[src/rtl/mcsp_ram.sv]
// Generic single-clock RAM with one write port and one registered read port.
// No dependencies; used for the card memory and the write buffer.
module mcsp_ram #(
  parameter int WIDTH = 8,
  parameter int DEPTH = 128
) (
  input  logic                     clk_i,
  input  logic                     we_i,
  input  logic [$clog2(DEPTH)-1:0] waddr_i,
  input  logic [WIDTH-1:0]         wdata_i,
  input  logic                     re_i,
  input  logic [$clog2(DEPTH)-1:0] raddr_i,
  output logic [WIDTH-1:0]         rdata_o
);

  logic [WIDTH-1:0] mem_q [DEPTH];

  always_ff @(posedge clk_i) begin
    if (we_i) begin
      mem_q[waddr_i] <= wdata_i;
    end
    if (re_i) begin
      rdata_o <= mem_q[raddr_i];
    end
  end

endmodule

[config.mk]
export PLATFORM = sky130hd
export DESIGN_NAME = mcsp_ram
export DESIGN_NICKNAME = d
export VERILOG_FILES = /design/src/rtl/mcsp_ram.sv
export SDC_FILE = /design/constraint.sdc
export NUM_CORES = 1
export LEC_CHECK = 0
export BUFFER_PORTS_ARGS = -buffer_cell sky130_fd_sc_hd__buf_4
export CAP_MARGIN = 20
export CORE_MARGIN = 2
export CORE_UTILIZATION = 45
export CTS_BUF_LIST = sky130_fd_sc_hd__clkbuf_8
export DETAILED_ROUTE_END_ITERATION = 10
export PLACE_DENSITY = 0.7
export SLEW_MARGIN = 40
export SYNTH_ARGS = -nofsm -noshare
export SYNTH_HDL_FRONTEND = slang
export SYNTH_SLANG_ARGS = --single-unit
export TNS_END_PERCENT = 5
[constraint.sdc]
create_clock -name clk_i -period 8.3 [get_ports clk_i]
set_clock_uncertainty 0.1 [all_clocks]
set_input_delay 0.83 -clock clk_i [delete_from_list [all_inputs] [get_ports clk_i]]
set_output_delay 0.83 -clock clk_i [all_outputs]
set_load 0.02 [all_outputs]
* Word-level counts from Yosys, hierarchy flattened
Memory sizes are Yosys's and may differ from the RTL's. A register that Yosys moved wholly into a read port is not among the register bits. Cells that the tools add are included.
Operators by class: multiplexer cells 2
Operator list (number):
- 1-bit two-way mux | 2
Storage, ports and cells: register bits after elaboration 0, output and inout port bits 8, bits in writable memories 1024, logic and storage cells 3, memories kept 1
Memory list:
- mem_q | depth 128, bits a word 8, rd ports 1, clocked after Yosys merged registers in 1, write ports 1, line 16 | logic [WIDTH-1:0] mem_q [DEPTH];

* Longest topological paths before layout
depth after elaboration 2, mapped depth 7

* Worst setup path before layout
OpenSTA, ideal clock, no wires.
path type input to register, start point input raddr_i[0], end point register rdata_o[0] (read register of mem_q) (data pin), buffers on the path 2, arrival time 3.214 ns, slack 4.727 ns, stages on the path 6, setup time 0.260 ns, cell sequence clkbuf_1 -> buf_1 -> mux4_2 -> mux4_2 -> mux4_2 -> mux2_2
RTL lines:
- start, declared | line 12 | input logic [$clog2(DEPTH)-1:0] raddr_i,
- end, declared | line 13 | output logic [WIDTH-1:0] rdata_o

==> summary.txt <==
Yosys
  • Async set-reset flop share out of synthesis: 0%
  • Post-synth top area share: 78.0%
  • Synth Area in Compound Gates: 0%
  • Distinct cells, synth: 16
  • Post-synthesis sequential area ratio: 78.0%
  • Dominant cell type by area after synthesis: edfxtp_1
  • Largest cells by area after synthesis: edfxtp_1 78%, mux4_2 19%, nor2_1 1.2%
  • Commonest register cell after synthesis: edfxtp_1
  • Synthesis Warnings: 0
  • Multiplexer area fraction after synthesis: 19.3%
  • Synth Area in XOR/XNOR: 0%
  • Simple-gate portion of the synthesized area: 1.75%
  • Synthesized flop and latch total: 1032
  • Top-count cell post-synth: edfxtp_1
  • Synthesized instance count: 1635
  • Post-synthesis adder-cell area fraction: 0%
  • Syn Area/Cell: 24.3 um^2
  • Commonest cells in the netlist: 1032 x edfxtp_1, 336 x mux4_2, 122 x nor2_1, 44 x clkbuf_1, 18 x buf_1
  • Number of synthesized flops with an enable pin: 1032
  • Syn nets: 1660
  • Synthesized area: 39700 um^2
  • Main combinational cell family by area after synthesis: multiplexers

Place
  • HPWL after DPL: 50.8 mm
  • GPL Wtd Cong: 0.833
  • Setup WS pre-CTS: 3.60 ns
  • Port buffer count: 32

Floorplan
  • Number of I/O pins: 33
  • Die Width: 301 um
  • Initial core utilization: 45.6%
  • Core area: 87200 um^2
  • Die ar.: 90700 um^2
  • Die height: 301 um
  • Cell Rows: 108

Clock network
  • Clock slew at reported path FFs: 0.06 ns
  • Post-CTS Resized: 0
  • CTS buffer count: 154
  • Max clock buf depth: 3
  • CTS root buffer: clkbuf_8
  • H-tree Lvls: 4
  • Clock sink count: 1032
  • Postcts setup bufs: 0
  • CTS tree: built
  • Clk Latency, worst-skew pair: 0.80 ns
  • # hold bufs at CTS: 0

Worst setup path
  • Crit Path Class: input pin to flip-flop
  • R2R cell count: 4
  • CP Capture Type: flip-flop
  • Crit path DAT: 4.35 ns
  • RR Startpoint: mem_q[55][7]
  • R2r endpoint: rdata_o[7]
  • Top fanout value on the critical path: 69
  • R2R Setup Slk: 5.61 ns
  • Startpoint Class: input pin
  • Worst path required time: 8.73 ns

Routing
  • Starting DRT DRC Count: 1980
  • Drt wl/cell: 28.0 um
  • Residual DRC: 0
  • Via density: 5.88
  • Drt total wl: 84.7 mm
  • DR vias: 17800
  • TritonRoute pass-1 iters: 5
  • Antenna Nets Post-Route: 0

Global routing
  • Gr ovfl total: 0
  • Antenna violations before repair: 4
  • Vias in the first global route: 18400
  • GRT Util Overall: 19.1%
  • First-pass GRT wire length: 124 mm
  • Pin count of the biggest net entering global routing: 138

Pwr
  • Leak pwr: 13.5 nW
  • VDD IR max: 0.169 mV
  • Total Power: 10.2 mW
  • Pwr Density: 229 nW/um^2

Min path
  • Hold Path Class: input pin to flip-flop
  • Worst Hold End: rdata_o[0]
  • Hold path depth: 1
  • Hold path start: re_i

Timing
  • Setup TNS: 0 ns
  • Min Tclk post-route: 3.92 ns
  • Final setup violation count: 0
  • Slew HR: 41.4%
  • Max Clk Rate: 255 MHz
  • Hold Fails Final Rpt: 0
  • Setup WS post-layout: 4.38 ns
  • Pins Over Slew Limit: 0
  • Fin crit share: 47.3%
  • RSZ-0062 raised after global routing: no
  • Worst Tran Pin Value: 0.875 ns

Layout
  • Fraction of layout cells with a size suffix above 1: 35.2%
  • Area Growth Syn to Fin: 11.8%
  • Multi-input gate area: 8570 um^2
  • Fillers: 6615
  • Final #Nets: 1785
  • Storage cell area: 31000 um^2

Flow run
  • MaxCap Viol Count: 0

Outcome
  • Status: completed
[area by class of cell]
| type | count | area share [%] |
|---|---|---|
| sequential | 1032 | 69.8 |
| multi-input combinational | 514 | 19.3 |
| clock buffer | 157 | 4.86 |
| tap | 1155 | 3.25 |
| clock inverter | 105 | 1.52 |
| timing repair buffer | 58 | 1.29 |
| antenna | 1 | 0.00563 |
[worst max-delay path by stage]
stage / endpoint / from / slack (ns)
after floorplan: rdata_o[0] / raddr_i[0] / 4.73
after global placement: rdata_o[7] / raddr_i[0] / 3.47
after detailed placement: rdata_o[4] / raddr_i[0] / 3.60
after CTS: rdata_o[4] / raddr_i[0] / 4.42
after global routing: rdata_o[4] / raddr_i[0] / 4.25
final: rdata_o[4] / raddr_i[0] / 4.38
[sequential cells by signal, indices dropped and copies added, names as in the netlist]
name and count:
rdata_o 8, mem_q 1024
[critical path: stages]
cell and delay, ns:
buf_8 0.17, buf_16 0.29, buf_16 0.30, buf_12 0.48, mux4_2 0.63, mux4_2 0.59
mux4_2 0.55, mux2_2 0.29
[per-stage QoR]
stage	area, um^2	util [%]	hold WS [ns]	instances
3_3_place_gp	41300	47.3	1.06	2756
2_1_floorplan	39700	-	0.829	1635
5_1_grt	44400	51.0	0.220	3022
6_report	44400	51.0	0.267	3022
3_5_place_dp	41500	47.6	1.06	2758
4_1_cts	44300	50.8	0.205	3020
[report_power, final]
part,internal (mW),switching [mW]
combinational,0.215,0.308
sequential,5.76,0.00922
clock,2.03,1.86
total,8.00,2.17
[logic make-up (layout without fill, tap and decap cells)]
| family | count (synthesis) | count (layout) |
|---|---|---|
| DFF | 1032 | 1032 |
| muxes | 344 | 344 |
| and+or+nand+nor | 170 | 170 |
| buffers and inverters | 89 | 320 |
| other | 0 | 1 |
[layout by cell type (no fill, tap or decap), types with 4 or more instances in the layout]
cell,count
mux2_2,8
bufinv_16,9
clkinvlp_4,4
buf_4,43
clkinv_1,37
mux4_2,336
inv_1,45
nor2b_1,7
clkbuf_8,157
nand2_1,11
inv_6,4
edfxtp_1,1032
nor2_1,57
buf_6,7
nor2_2,65
clkinv_2,6
nand3_1,12
[layer usage]
layer  global-route usage, %  part of all wire [%]
met4                    6.97                   2.6
met5                       0                 0.015
met1                    26.5                    40
met2                    29.9                    49
met3                    4.44                   8.0
Power figures use the tool's default switching activity.
